<file path="src/rtl/nsmte_pkg.sv">
`timescale 1ns / 1ps
// Shared types, constants and byte tables for the note symbol MIDI track encoder.
package nsmte_pkg;

    localparam int DELTA_W = 28;
    localparam int COUNT_W = 32;
    localparam int IDX_W   = 4;
    localparam int TICK_W  = 11;

    // Command codes on the input channel
    localparam logic [1:0] CMD_START  = 2'd0;
    localparam logic [1:0] CMD_NOTE   = 2'd1;
    localparam logic [1:0] CMD_FINISH = 2'd2;

    // Configuration register indexes
    localparam logic [1:0] CFG_TEMPO    = 2'd0;
    localparam logic [1:0] CFG_PROGRAM  = 2'd1;
    localparam logic [1:0] CFG_VELOCITY = 2'd2;

    localparam logic [23:0] TEMPO_RESET    = 24'd500000;
    localparam logic [6:0]  PROGRAM_RESET  = 7'd0;
    localparam logic [6:0]  VELOCITY_RESET = 7'd96;

    localparam logic [7:0]         SYMBOL_LIMIT = 8'd104;
    localparam logic [6:0]         LOWEST_NOTE  = 7'd60;
    localparam logic [DELTA_W-1:0] DELTA_MAX    = 28'hFFF_FFFF;

    // Event bytes
    localparam logic [7:0] BYTE_ZERO   = 8'h00;
    localparam logic [7:0] META_PREFIX = 8'hFF;
    localparam logic [7:0] META_TEMPO  = 8'h51;
    localparam logic [7:0] TEMPO_LEN   = 8'h03;
    localparam logic [7:0] PROG_CHANGE = 8'hC0;
    localparam logic [7:0] NOTE_ON     = 8'h90;
    localparam logic [7:0] NOTE_OFF    = 8'h80;
    localparam logic [7:0] META_EOT    = 8'h2F;

    // Byte counts of each event sequence, without the variable-length delta
    localparam logic [IDX_W-1:0] START_LEN        = 4'd10;
    localparam logic [IDX_W-1:0] NOTE_FIXED_LEN   = 4'd8;
    localparam logic [IDX_W-1:0] FINISH_FIXED_LEN = 4'd3;
    localparam logic [IDX_W-1:0] ERROR_LEN        = 4'd1;

    typedef enum logic [1:0] {
        KIND_START  = 2'd0,
        KIND_NOTE   = 2'd1,
        KIND_FINISH = 2'd2,
        KIND_ERROR  = 2'd3
    } kind_t;

    typedef struct packed {
        kind_t              kind;
        logic [6:0]         note;
        logic [1:0]         dur;
        logic [DELTA_W-1:0] delta;
        logic [1:0]         dlen_m1;
        logic [COUNT_W-1:0] tlen;
    } job_t;

    typedef struct packed {
        logic [23:0] tempo;
        logic [6:0]  program_num;
        logic [6:0]  velocity;
    } cfg_t;

    function automatic logic [TICK_W-1:0] dur_ticks(input logic [1:0] code);
        case (code)
            2'd0:    dur_ticks = 11'd240;
            2'd1:    dur_ticks = 11'd480;
            2'd2:    dur_ticks = 11'd960;
            default: dur_ticks = 11'd1920;
        endcase
    endfunction

    // Two-byte variable-length encoding of each duration
    function automatic logic [7:0] dur_hi(input logic [1:0] code);
        case (code)
            2'd0:    dur_hi = 8'h81;
            2'd1:    dur_hi = 8'h83;
            2'd2:    dur_hi = 8'h87;
            default: dur_hi = 8'h8F;
        endcase
    endfunction

    function automatic logic [7:0] dur_lo(input logic [1:0] code);
        case (code)
            2'd0:    dur_lo = 8'h70;
            2'd1:    dur_lo = 8'h60;
            2'd2:    dur_lo = 8'h40;
            default: dur_lo = 8'h00;
        endcase
    endfunction

    // Number of 7-bit groups in a delta, minus one
    function automatic logic [1:0] delta_len_m1(input logic [DELTA_W-1:0] v);
        if (v[27:21] != 7'd0) begin
            delta_len_m1 = 2'd3;
        end else if (v[20:14] != 7'd0) begin
            delta_len_m1 = 2'd2;
        end else if (v[13:7] != 7'd0) begin
            delta_len_m1 = 2'd1;
        end else begin
            delta_len_m1 = 2'd0;
        end
    endfunction

endpackage

</file>
<file path="src/rtl/nsmte_front.sv">
`timescale 1ns / 1ps
// Front end: accept commands, track pending delta and byte count, queue byte jobs.
module nsmte_front (
    input  logic             aclk,
    input  logic             aresetn,
    input  logic             s_valid,
    output logic             s_ready,
    input  logic [1:0]       s_cmd,
    input  logic [7:0]       s_note_symbol,
    input  logic             q_full,
    output logic             q_push,
    output nsmte_pkg::job_t  q_job
);
    import nsmte_pkg::*;

    logic [DELTA_W-1:0] pending_reg, pending_next;
    logic [COUNT_W-1:0] count_reg, count_next;

    logic               accept;
    logic               push;
    logic               sym_bad;
    logic [5:0]         pitch;
    logic [1:0]         dlen_m1;
    logic [DELTA_W:0]   rest_sum;
    logic [DELTA_W-1:0] rest_sat;
    logic [IDX_W-1:0]   add_len;
    logic [COUNT_W:0]   count_sum;
    logic [COUNT_W-1:0] count_sat;

    assign s_ready = !q_full;
    assign accept  = s_valid && s_ready;
    assign q_push  = accept && push;

    assign sym_bad = s_note_symbol >= SYMBOL_LIMIT;
    assign pitch   = s_note_symbol[7:2];
    assign dlen_m1 = delta_len_m1(pending_reg);

    assign rest_sum = {1'b0, pending_reg} + (DELTA_W+1)'(dur_ticks(s_note_symbol[1:0]));
    assign rest_sat = (rest_sum > {1'b0, DELTA_MAX}) ? DELTA_MAX : rest_sum[DELTA_W-1:0];

    assign add_len   = ((s_cmd == CMD_FINISH) ? FINISH_FIXED_LEN : NOTE_FIXED_LEN)
                       + {2'b00, dlen_m1} + 4'd1;
    assign count_sum = {1'b0, count_reg} + (COUNT_W+1)'(add_len);
    assign count_sat = count_sum[COUNT_W] ? {COUNT_W{1'b1}} : count_sum[COUNT_W-1:0];

    always_comb begin
        push          = 1'b0;
        pending_next  = pending_reg;
        count_next    = count_reg;
        q_job.kind    = KIND_NOTE;
        q_job.note    = LOWEST_NOTE + {1'b0, pitch} - 7'd1;
        q_job.dur     = s_note_symbol[1:0];
        q_job.delta   = pending_reg;
        q_job.dlen_m1 = dlen_m1;
        q_job.tlen    = count_sat;
        case (s_cmd)
            CMD_START: begin
                push         = 1'b1;
                q_job.kind   = KIND_START;
                pending_next = '0;
                count_next   = COUNT_W'(START_LEN);
            end
            CMD_NOTE: begin
                if (sym_bad) begin
                    push       = 1'b1;
                    q_job.kind = KIND_ERROR;
                end else if (pitch == 6'd0) begin
                    pending_next = rest_sat;
                end else begin
                    push         = 1'b1;
                    pending_next = '0;
                    count_next   = count_sat;
                end
            end
            CMD_FINISH: begin
                push         = 1'b1;
                q_job.kind   = KIND_FINISH;
                pending_next = '0;
                count_next   = count_sat;
            end
            default: begin
            end
        endcase
    end

    always_ff @(posedge aclk) begin
        if (!aresetn) begin
            pending_reg <= '0;
            count_reg   <= '0;
        end else if (accept) begin
            pending_reg <= pending_next;
            count_reg   <= count_next;
        end
    end

endmodule

</file>
<file path="src/rtl/nsmte_fifo.sv">
`timescale 1ns / 1ps
// Small job queue between the front end and the byte sequencer.
module nsmte_fifo #(
    parameter int DEPTH = 2
) (
    input  logic             aclk,
    input  logic             aresetn,
    input  logic             push,
    input  nsmte_pkg::job_t  push_job,
    output logic             full,
    input  logic             pop,
    output logic             head_valid,
    output nsmte_pkg::job_t  head_job
);
    import nsmte_pkg::*;

    localparam int PTR_W = (DEPTH > 1) ? $clog2(DEPTH) : 1;
    localparam int CNT_W = $clog2(DEPTH + 1);
    localparam logic [PTR_W-1:0] LAST_PTR = PTR_W'(DEPTH - 1);

    job_t             mem_reg [DEPTH];
    logic [PTR_W-1:0] wr_ptr_reg, wr_ptr_next;
    logic [PTR_W-1:0] rd_ptr_reg, rd_ptr_next;
    logic [CNT_W-1:0] count_reg, count_next;
    logic             do_push, do_pop;

    assign full       = count_reg == CNT_W'(DEPTH);
    assign head_valid = count_reg != '0;
    assign head_job   = mem_reg[rd_ptr_reg];
    assign do_push    = push && !full;
    assign do_pop     = pop && head_valid;

    always_comb begin
        wr_ptr_next = wr_ptr_reg;
        rd_ptr_next = rd_ptr_reg;
        count_next  = count_reg;
        if (do_push) begin
            wr_ptr_next = (wr_ptr_reg == LAST_PTR) ? '0 : wr_ptr_reg + 1'b1;
        end
        if (do_pop) begin
            rd_ptr_next = (rd_ptr_reg == LAST_PTR) ? '0 : rd_ptr_reg + 1'b1;
        end
        if (do_push && !do_pop) begin
            count_next = count_reg + 1'b1;
        end else if (do_pop && !do_push) begin
            count_next = count_reg - 1'b1;
        end
    end

    always_ff @(posedge aclk) begin
        if (!aresetn) begin
            wr_ptr_reg <= '0;
            rd_ptr_reg <= '0;
            count_reg  <= '0;
        end else begin
            wr_ptr_reg <= wr_ptr_next;
            rd_ptr_reg <= rd_ptr_next;
            count_reg  <= count_next;
        end
    end

    always_ff @(posedge aclk) begin
        if (do_push) begin
            mem_reg[wr_ptr_reg] <= push_job;
        end
    end

    a_count_bound: assert property (@(posedge aclk) disable iff (!aresetn)
        count_reg <= CNT_W'(DEPTH))
        else $error("queue count beyond depth");

endmodule

</file>
<file path="src/rtl/nsmte_back.sv">
`timescale 1ns / 1ps
// Back end: walk one queued job byte by byte into the registered output stage.
module nsmte_back (
    input  logic                         aclk,
    input  logic                         aresetn,
    input  nsmte_pkg::cfg_t              cfg,
    input  logic                         q_valid,
    input  nsmte_pkg::job_t              q_job,
    output logic                         q_pop,
    output logic                         m_valid,
    input  logic                         m_ready,
    output logic [7:0]                   m_data_byte,
    output logic                         m_last,
    output logic                         m_error,
    output logic [nsmte_pkg::COUNT_W-1:0] m_track_length
);
    import nsmte_pkg::*;

    logic             busy_reg, busy_next;
    job_t             job_reg, job_next;
    logic [IDX_W-1:0] idx_reg, idx_next;

    logic               m_valid_reg, m_valid_next;
    logic [7:0]         m_data_reg;
    logic               m_last_reg;
    logic               m_error_reg;
    logic [COUNT_W-1:0] m_tlen_reg;

    logic [IDX_W-1:0] dlen;
    logic [IDX_W-1:0] total;
    logic [IDX_W-1:0] tail_idx;
    logic [1:0]       group;
    logic [7:0]       delta_byte;
    logic [7:0]       tail_byte;
    logic [7:0]       cur_byte;
    logic             is_last;
    logic             out_free;
    logic             step;

    assign dlen     = {2'b00, job_reg.dlen_m1} + 4'd1;
    assign tail_idx = idx_reg - dlen;
    assign group    = job_reg.dlen_m1 - idx_reg[1:0];

    always_comb begin
        case (job_reg.kind)
            KIND_START:  total = START_LEN;
            KIND_NOTE:   total = NOTE_FIXED_LEN + dlen;
            KIND_FINISH: total = FINISH_FIXED_LEN + dlen;
            default:     total = ERROR_LEN;
        endcase
    end

    assign is_last = idx_reg == (total - 4'd1);

    // Most significant group first; all but the final group carry the continuation bit.
    always_comb begin
        case (group)
            2'd0:    delta_byte = {1'b0, job_reg.delta[6:0]};
            2'd1:    delta_byte = {1'b1, job_reg.delta[13:7]};
            2'd2:    delta_byte = {1'b1, job_reg.delta[20:14]};
            default: delta_byte = {1'b1, job_reg.delta[27:21]};
        endcase
    end

    always_comb begin
        tail_byte = BYTE_ZERO;
        if (job_reg.kind == KIND_FINISH) begin
            case (tail_idx)
                4'd0:    tail_byte = META_PREFIX;
                4'd1:    tail_byte = META_EOT;
                default: tail_byte = BYTE_ZERO;
            endcase
        end else begin
            case (tail_idx)
                4'd0:    tail_byte = NOTE_ON;
                4'd1:    tail_byte = {1'b0, job_reg.note};
                4'd2:    tail_byte = {1'b0, cfg.velocity};
                4'd3:    tail_byte = dur_hi(job_reg.dur);
                4'd4:    tail_byte = dur_lo(job_reg.dur);
                4'd5:    tail_byte = NOTE_OFF;
                4'd6:    tail_byte = {1'b0, job_reg.note};
                default: tail_byte = BYTE_ZERO;
            endcase
        end
    end

    always_comb begin
        case (job_reg.kind)
            KIND_START: begin
                case (idx_reg)
                    4'd1:    cur_byte = META_PREFIX;
                    4'd2:    cur_byte = META_TEMPO;
                    4'd3:    cur_byte = TEMPO_LEN;
                    4'd4:    cur_byte = cfg.tempo[23:16];
                    4'd5:    cur_byte = cfg.tempo[15:8];
                    4'd6:    cur_byte = cfg.tempo[7:0];
                    4'd8:    cur_byte = PROG_CHANGE;
                    4'd9:    cur_byte = {1'b0, cfg.program_num};
                    default: cur_byte = BYTE_ZERO;
                endcase
            end
            KIND_NOTE, KIND_FINISH: begin
                cur_byte = (idx_reg < dlen) ? delta_byte : tail_byte;
            end
            default: cur_byte = BYTE_ZERO;
        endcase
    end

    assign out_free = !m_valid_reg || m_ready;
    assign step     = busy_reg && out_free;
    assign q_pop    = q_valid && (!busy_reg || (step && is_last));

    always_comb begin
        busy_next    = busy_reg;
        job_next     = job_reg;
        idx_next     = idx_reg;
        m_valid_next = m_valid_reg;
        if (q_pop) begin
            busy_next = 1'b1;
            job_next  = q_job;
            idx_next  = '0;
        end else if (step && is_last) begin
            busy_next = 1'b0;
        end else if (step) begin
            idx_next = idx_reg + 4'd1;
        end
        if (out_free) begin
            m_valid_next = busy_reg;
        end
    end

    always_ff @(posedge aclk) begin
        if (!aresetn) begin
            busy_reg    <= 1'b0;
            idx_reg     <= '0;
            m_valid_reg <= 1'b0;
        end else begin
            busy_reg    <= busy_next;
            idx_reg     <= idx_next;
            m_valid_reg <= m_valid_next;
        end
    end

    always_ff @(posedge aclk) begin
        job_reg <= job_next;
        if (step) begin
            m_data_reg  <= cur_byte;
            m_last_reg  <= is_last;
            m_error_reg <= job_reg.kind == KIND_ERROR;
            m_tlen_reg  <= (is_last && job_reg.kind == KIND_FINISH) ? job_reg.tlen : '0;
        end
    end

    assign m_valid        = m_valid_reg;
    assign m_data_byte    = m_data_reg;
    assign m_last         = m_last_reg;
    assign m_error        = m_error_reg;
    assign m_track_length = m_tlen_reg;

    a_idx_in_job: assert property (@(posedge aclk) disable iff (!aresetn)
        busy_reg |-> idx_reg < total)
        else $error("byte index ran past the end of its job");

    a_error_alone: assert property (@(posedge aclk) disable iff (!aresetn)
        (m_valid_reg && m_error_reg) |-> (m_last_reg && m_data_reg == BYTE_ZERO))
        else $error("error result is not a single zero byte");

    a_length_on_last: assert property (@(posedge aclk) disable iff (!aresetn)
        (m_valid_reg && m_tlen_reg != '0) |-> m_last_reg)
        else $error("track length shown before the last byte");

    a_pop_starts_job: assert property (@(posedge aclk) disable iff (!aresetn)
        q_pop |=> (busy_reg && idx_reg == '0))
        else $error("popped job did not start at its first byte");

endmodule

</file>
<file path="src/rtl/note_symbol_midi_track_encoder.sv">
`timescale 1ns / 1ps
// Top level of the note symbol MIDI track encoder.
// Each command transfer becomes a burst of MIDI track bytes, one byte per output
// transfer, with last set on the final byte of the burst. A start command gives
// the ten-byte tempo and program-change preamble, a note gives nine to twelve
// bytes (its rest delta takes one to four bytes), a finish gives four to seven
// bytes and reports the track byte count on its last byte, and a bad symbol gives
// one zero byte flagged as an error. Rests and command code 3 give nothing. The
// byte sequencer in the back end emits one byte per clock while the output is
// ready; the front end accepts a command per clock while the job queue
// (QUEUE_DEPTH entries) has room, and a waiting output byte does not stop it.
// Write the configuration only while idle.
module note_symbol_midi_track_encoder #(
    parameter int QUEUE_DEPTH = 2
) (
    input  logic                          aclk,
    input  logic                          aresetn,
    // command channel
    input  logic                          s_valid,
    output logic                          s_ready,
    input  logic [1:0]                    s_cmd,
    input  logic [7:0]                    s_note_symbol,
    // byte channel
    output logic                          m_valid,
    input  logic                          m_ready,
    output logic [7:0]                    m_data_byte,
    output logic                          m_last,
    output logic                          m_error,
    output logic [nsmte_pkg::COUNT_W-1:0] m_track_length,
    // configuration writes
    input  logic                          cfg_wr_en,
    input  logic [1:0]                    cfg_index,
    input  logic [23:0]                   cfg_wdata
);
    import nsmte_pkg::*;

    cfg_t cfg_reg;
    logic q_full;
    logic q_push;
    job_t q_push_job;
    logic q_pop;
    logic q_valid;
    job_t q_head_job;

    // Configuration registers; writes to an unused index are dropped.
    always_ff @(posedge aclk) begin
        if (!aresetn) begin
            cfg_reg.tempo       <= TEMPO_RESET;
            cfg_reg.program_num <= PROGRAM_RESET;
            cfg_reg.velocity    <= VELOCITY_RESET;
        end else if (cfg_wr_en) begin
            case (cfg_index)
                CFG_TEMPO:    cfg_reg.tempo       <= cfg_wdata;
                CFG_PROGRAM:  cfg_reg.program_num <= cfg_wdata[6:0];
                CFG_VELOCITY: cfg_reg.velocity    <= cfg_wdata[6:0];
                default: begin
                end
            endcase
        end
    end

    // Classify commands, update the track state and hand byte jobs to the queue.
    nsmte_front u_front (
        .aclk          (aclk),
        .aresetn       (aresetn),
        .s_valid       (s_valid),
        .s_ready       (s_ready),
        .s_cmd         (s_cmd),
        .s_note_symbol (s_note_symbol),
        .q_full        (q_full),
        .q_push        (q_push),
        .q_job         (q_push_job)
    );

    // Decouple command intake from byte output.
    nsmte_fifo #(
        .DEPTH (QUEUE_DEPTH)
    ) u_fifo (
        .aclk       (aclk),
        .aresetn    (aresetn),
        .push       (q_push),
        .push_job   (q_push_job),
        .full       (q_full),
        .pop        (q_pop),
        .head_valid (q_valid),
        .head_job   (q_head_job)
    );

    // Advance through each job one byte per output transfer.
    nsmte_back u_back (
        .aclk           (aclk),
        .aresetn        (aresetn),
        .cfg            (cfg_reg),
        .q_valid        (q_valid),
        .q_job          (q_head_job),
        .q_pop          (q_pop),
        .m_valid        (m_valid),
        .m_ready        (m_ready),
        .m_data_byte    (m_data_byte),
        .m_last         (m_last),
        .m_error        (m_error),
        .m_track_length (m_track_length)
    );

endmodule
</file>
<file path="config.mk">
export PLATFORM = sky130hd
export DESIGN_NAME = note_symbol_midi_track_encoder
export DESIGN_NICKNAME = d
export VERILOG_FILES = /design/src/rtl/nsmte_pkg.sv /design/src/rtl/nsmte_front.sv /design/src/rtl/nsmte_fifo.sv /design/src/rtl/nsmte_back.sv /design/src/rtl/note_symbol_midi_track_encoder.sv
export SDC_FILE = /design/constraint.sdc
export NUM_CORES = 1
export LEC_CHECK = 0
export ABC_AREA = 1
export BUFFER_PORTS_ARGS = -buffer_cell sky130_fd_sc_hd__buf_2
export CAP_MARGIN = 0
export CORE_AREA = 2 2 176 178
export DETAILED_ROUTE_END_ITERATION = 8
export DIE_AREA = 0 0 178 180
export PLACE_DENSITY = 0.83
export SYNTH_ARGS = -nofsm -noshare
export SYNTH_HDL_FRONTEND = slang
export SYNTH_SLANG_ARGS = --single-unit
</file>
<file path="constraint.sdc">
create_clock -name aclk -period 4.6 [get_ports aclk]
set_input_delay 0.46 -clock aclk [delete_from_list [all_inputs] [get_ports aclk]]
set_output_delay 0.46 -clock aclk [all_outputs]
set_load 0.02 [all_outputs]
</file>
# Word-level counts from Yosys, hierarchy flattened
# Memory sizes are Yosys's and may differ from the RTL's. A register that Yosys moved wholly into a read port is not among the register bits.
# Cells that the tools add are included.
# totals
reg_bits	150
mem_bits_rw	146
rom_bits	0
inputBits	41
latch_bits	0
wordCells	148
n_memories	1
output_inout_bits	44
# memory_table
name	depth	word_bits	read_ports	rd_ports_with_merged_regs	write_ports	line	rtl
u_fifo.mem_reg	2	73	1	1	1	nsmte_fifo.sv:21	job_t mem_reg [DEPTH];
# op_classes
n_mul	0
n_eq_ne	31
n_addsub	17
mux	36
order_cmp	3
n_bitwise	2
n_div	0
shifts	0
reduce_logical	43
# op_table
op	n
two-way mux 32 bit	3
one-hot mux 32 bit (3 select lines)	1
two-way mux 28 bit	3
one-hot mux 8 bit (8 select lines)	1
one-hot mux 28 bit (2 select lines)	1
one-hot mux 8 bit (6 select lines)	1
adder 32 x 4 -> 33 bit	1
one-hot mux 11 bit (3 select lines)	1
one-hot mux 8 bit (2 select lines)	2
adder 28 x 11 -> 29 bit	1
> comparator 29 x 28 -> 1 bit (second input constant)	1
equality test 4 x 3 -> 1 bit (second input constant)	6
one-hot mux 4 bit (3 select lines)	2
one-hot mux 8 bit (3 select lines)	1
one-hot mux 7 bit (3 select lines)	1
nonzero test 7 bit	3
equality test 2 bit (second input constant)	8
equality test 4 x 2 -> 1 bit (second input constant)	4
two-way mux 8 bit	2
equality test 2 x 1 -> 1 bit (second input constant)	6
logical NOT 2 bit	6
logical AND 1 bit	10
two-way mux 2 bit	5
two-way mux 1 bit	9
33 further kinds	53

# Longest topological paths before layout
# logic_depth
word_depth	12
depth_mapped	20
mapped_depth_nobuf	20

# Hierarchy
# From an unflattened synthesis, not the netlist that was laid out.
# unflattened
hier_cells	1861
hier_area_um2	18357.6
# by_module_without_submodules
mod	seq_area_each_um2	area_per_inst_um2	cells_each	instances
nsmte_back	3573.4	5886.9	531	1
nsmte_fifo	4484.3	5865.6	264	1
nsmte_front	1141.1	4969.8	835	1
note_symbol_midi_track_encoder	760.7	1635.3	231	1

# Worst setup path before layout
# Ideal clock, no wire load.
# synth_path
path_type	in2reg
startpoint	input s_cmd[0]
endpoint	memory u_fifo.mem_reg[1][0] in the netlist's numbering, enable pin
t_arrival_ps	4211
stages	8
setup_time_ps	500
slack_ps	-111
cell_sequence	inv_1 > ha_1 > nor2_1 > inv_1 > nor2_1 > nor3_1 > inv_1 > nor2_1
# synth_via
elab_chain_cells	7
elab_cells_between_ends	9
classes_between	eq/ne: 2; mux: 3; reduce/logical: 4
# synth_lines
item	line	rtl
start, declared	note_symbol_midi_track_encoder.sv:21	input logic [1:0] s_cmd,
equality test 2 bit / logical NOT 2 bit (equally long branches)	nsmte_front.sv:56	case (s_cmd)
OR reduction 2 bit (no line)	--	
one-hot mux 1 bit (2 select lines) (*)	nsmte_front.sv:56	
logical AND 1 bit (*)	nsmte_front.sv:32	assign q_push = accept && push;
logical AND 1 bit (*)	nsmte_fifo.sv:30	assign do_push = push && !full;
via u_fifo.do_push	nsmte_fifo.sv:25	logic do_push, do_pop;
two-way mux 1 bit (*)	nsmte_fifo.sv:63	if (do_push) begin
two-way mux 1 bit (implied by the code) (*)	nsmte_fifo.sv:64	mem_reg[wr_ptr_reg] <= push_job;
end, declared	nsmte_fifo.sv:21	
# The timed path passes the listed nets; every way through them passes the cells marked *.

==> results.ini <==
[sta]
fin_worst_skew_ns=0.02559
final-hold-violation-count=0
tns_ns=0
worst_pin_slew_ns=1.110
rsz0062_at_grt=no
hold_slack_ns=0.1456
finalMaxSlewViolations=0
fin_crit_sh_pct=91.79
slew_headroom_pct=25.80
fmax_mhz=236.8
worst_slack_ns=0.3779
finalCriticalPeriod_ns=4.222
finalSetupViolCount=0

[layout]
fin_cells=2164
drive_above_1_share_pct=18.11
seqCellArea_sq_mm=0.009671
multi_input_area_sq_mm=0.005852
fillers=2239
utilization_pct=61.34
largest_reg_flops=140
area_growth_pct=13.07
finish.net_count=1817

[die]
core_sq_mm=0.03019
dieWidth_um=178
die_area_sq_mm=0.03204
io-pin-count=85
start_util_pct=54.25
die_h_um=180
rows=64

[route]
drt_first_iter_violations=1177
wl_um=36570
drt-wirelength-per-cell_um=16.90
routed_via_density=5.540
vias=11990
drc=0
ant_nets=0
dr.pass1.iters=6

[pwr]
max-vdd-ir-drop_v=0.0003558
p_leak_nw=7.506
p_per_area_mw_per_mm2=555.8
p_int_w=0.006889
power_switching_w=0.003403
combPwrFrac_pct=26.5
switching_share_pct=33.06
power_frac_seq_pct=43.6
clockPowerShare_pct=29.8

[worst_setup_path]
worstSetupStartpointType=flop
r2r_slack_ns=0.38
critPathRequiredTime_ns=4.84
worstSetupEndpointType=flop
criticalPathCategory=reg2reg
crit_arrival_ns=4.46
path_max_fanout=8

[logic_synthesis]
yosys_warnings=0
syn_avg_cell_area_sq_um=9.962
ys_types=42
synth_edf_count=252
dominantRegCellSynth=edfxtp_1
synthArstFlopShare_pct=0
seq_area_frac_synth_pct=59.04
ys_ff_latch=357
syn_inst=1644
synth_nets=1723
syn-cell-area_sq_mm=0.01638

[grt]
use_met2_pct=38.05
grt-busiest-layer=met2
grt_overflow=0
grtUsageMet1_pct=30.86
grt_pass1_wl_um=59130
use_met3_pct=3.405
grt_start_max_net_pins=46
grtUsageTotal_pct=22.94
grt_antenna_before_repair=1
grt_pass1_vias=11760

[clocking]
numCtsBuffers=37
htreeDepth=2
cts_sinks=357
cts.path.max_buffers=3
ctsResizeCount=0
hold_buffers=0
clkTransAtPathRegs_ns=0.06
clock_latency_ns=0.54
tritoncts=yes
root_buffer=clkbuf_16
cts_setup_buffers=0

[status]
status=completed

[run]
max_cap_violations=0

[placed_design]
place_inst=2095
dp_hpwl_um=24480
io_buffers=84
place.gp.congestion=0.9680
place_ws_ns=0.4082

[min_path]
hold_class=in2reg

## cells in the mapped netlist, types with 12 or more instances
master / number / share of area [%]
nand2_1: 377 / 8.6
edfxtp_1: 252 / 46
nor2_1: 172 / 3.9
inv_1: 167 / 3.8
dfxtp_1: 105 / 13
nand3_1: 83 / 2.5
a21oi_1: 81 / 2.5
mux2_2: 70 / 4.8
o21ai_0: 65 / 2.0
ha_1: 34 / 2.6
clkbuf_1: 26 / 0.60
nand4_1: 26 / 0.99
nor3_1: 20 / 0.61
buf_2: 16 / 0.49
or2_2: 16 / 0.61
nand3_2: 14 / 0.86
xor2_1: 14 / 0.75
nand2_2: 12 / 0.46
xnor2_1: 12 / 0.64
## cells in the final DEF, fill, tap and decap left out, types with 34 or more instances in the layout
cell	n
a21oi_1	80
buf_2	84
clkbuf_16	38
dfxtp_1	104
edfxtp_1	252
ha_1	34
inv_1	165
mux2_2	70
nand2_1	377
nand3_1	83
nor2_1	170
o21ai_0	65
## final cells by class
class | instances | share of cell area [%]
repair buffers | 101 | 2.959
well taps | 396 | 2.676
clock buffers | 45 | 5.385
multi-input cells | 1063 | 31.60
inverters | 178 | 3.608
flip-flops and latches | 357 | 52.22
clock inverters | 23 | 1.534
diodes | 1 | 0.01351
## worst paths after layout
kind / startpoint / cells past startpoint / end
max: u_front.pending_reg[14] / 16 / u_fifo.mem_reg[1][14]
min: s_note_symbol[0] / 1 / u_fifo.mem_reg[1][62]
max reg2reg: u_front.pending_reg[14] / 16 / u_fifo.mem_reg[1][14]
min reg2reg: cfg_reg[0] / 2 / cfg_reg[0]
## through the flow
step	power (W)	area (sq um)
2_1_floorplan	0.006415	16380
3_3_place_gp	0.007098	17230
3_5_place_dp	0.007206	17230
4_1_cts	0.01031	18520
5_1_grt	0.01080	18520
6_report	0.01029	18520
## routing by layer
metal | routed length [um] | share of wire, %
met5 | 0 | 0
met1 | 15330 | 42
met2 | 17390 | 48
met3 | 2749 | 7.5
met4 | 1107 | 3.0
## critical path, stage by stage (launching register included)
cell     delay [ns]
dfxtp_1        0.39
or4_1          0.54
nor4_1         0.41
a21oi_1        0.18
ha_1           0.23
inv_1          0.06
fa_1           0.46
fa_1           0.48
nand3_1        0.14
nand3_2        0.11
inv_2          0.12
nor2_4         0.06
nand2_1        0.08
nor2_1         0.06
nand4_1        0.25
buf_4          0.23
nand3_1        0.12
## kinds of logic after synthesis
logic type	after synthesis	share of synthesized area, %
AO/OA/AOI/OAI	180	6.104
XOR/XNOR	26	1.390
adder cells (fa/ha/maj)	38	3.087
buffers and inverters	224	5.417
flip-flops	357	59.04
multiplexers	70	4.813
AND/OR/NAND/NOR	749	20.15
## power groups by stage
stage,combinational [W],sequential [W],clock [W]
detailed placement,0.00266,0.00455,0
finish,0.00273,0.00449,0.00307
floorplan,0.00180,0.00461,0
global placement,0.00258,0.00452,0
CTS,0.00271,0.00449,0.00311
global route,0.00302,0.00454,0.00324
(Power assumes the default switching activity.)
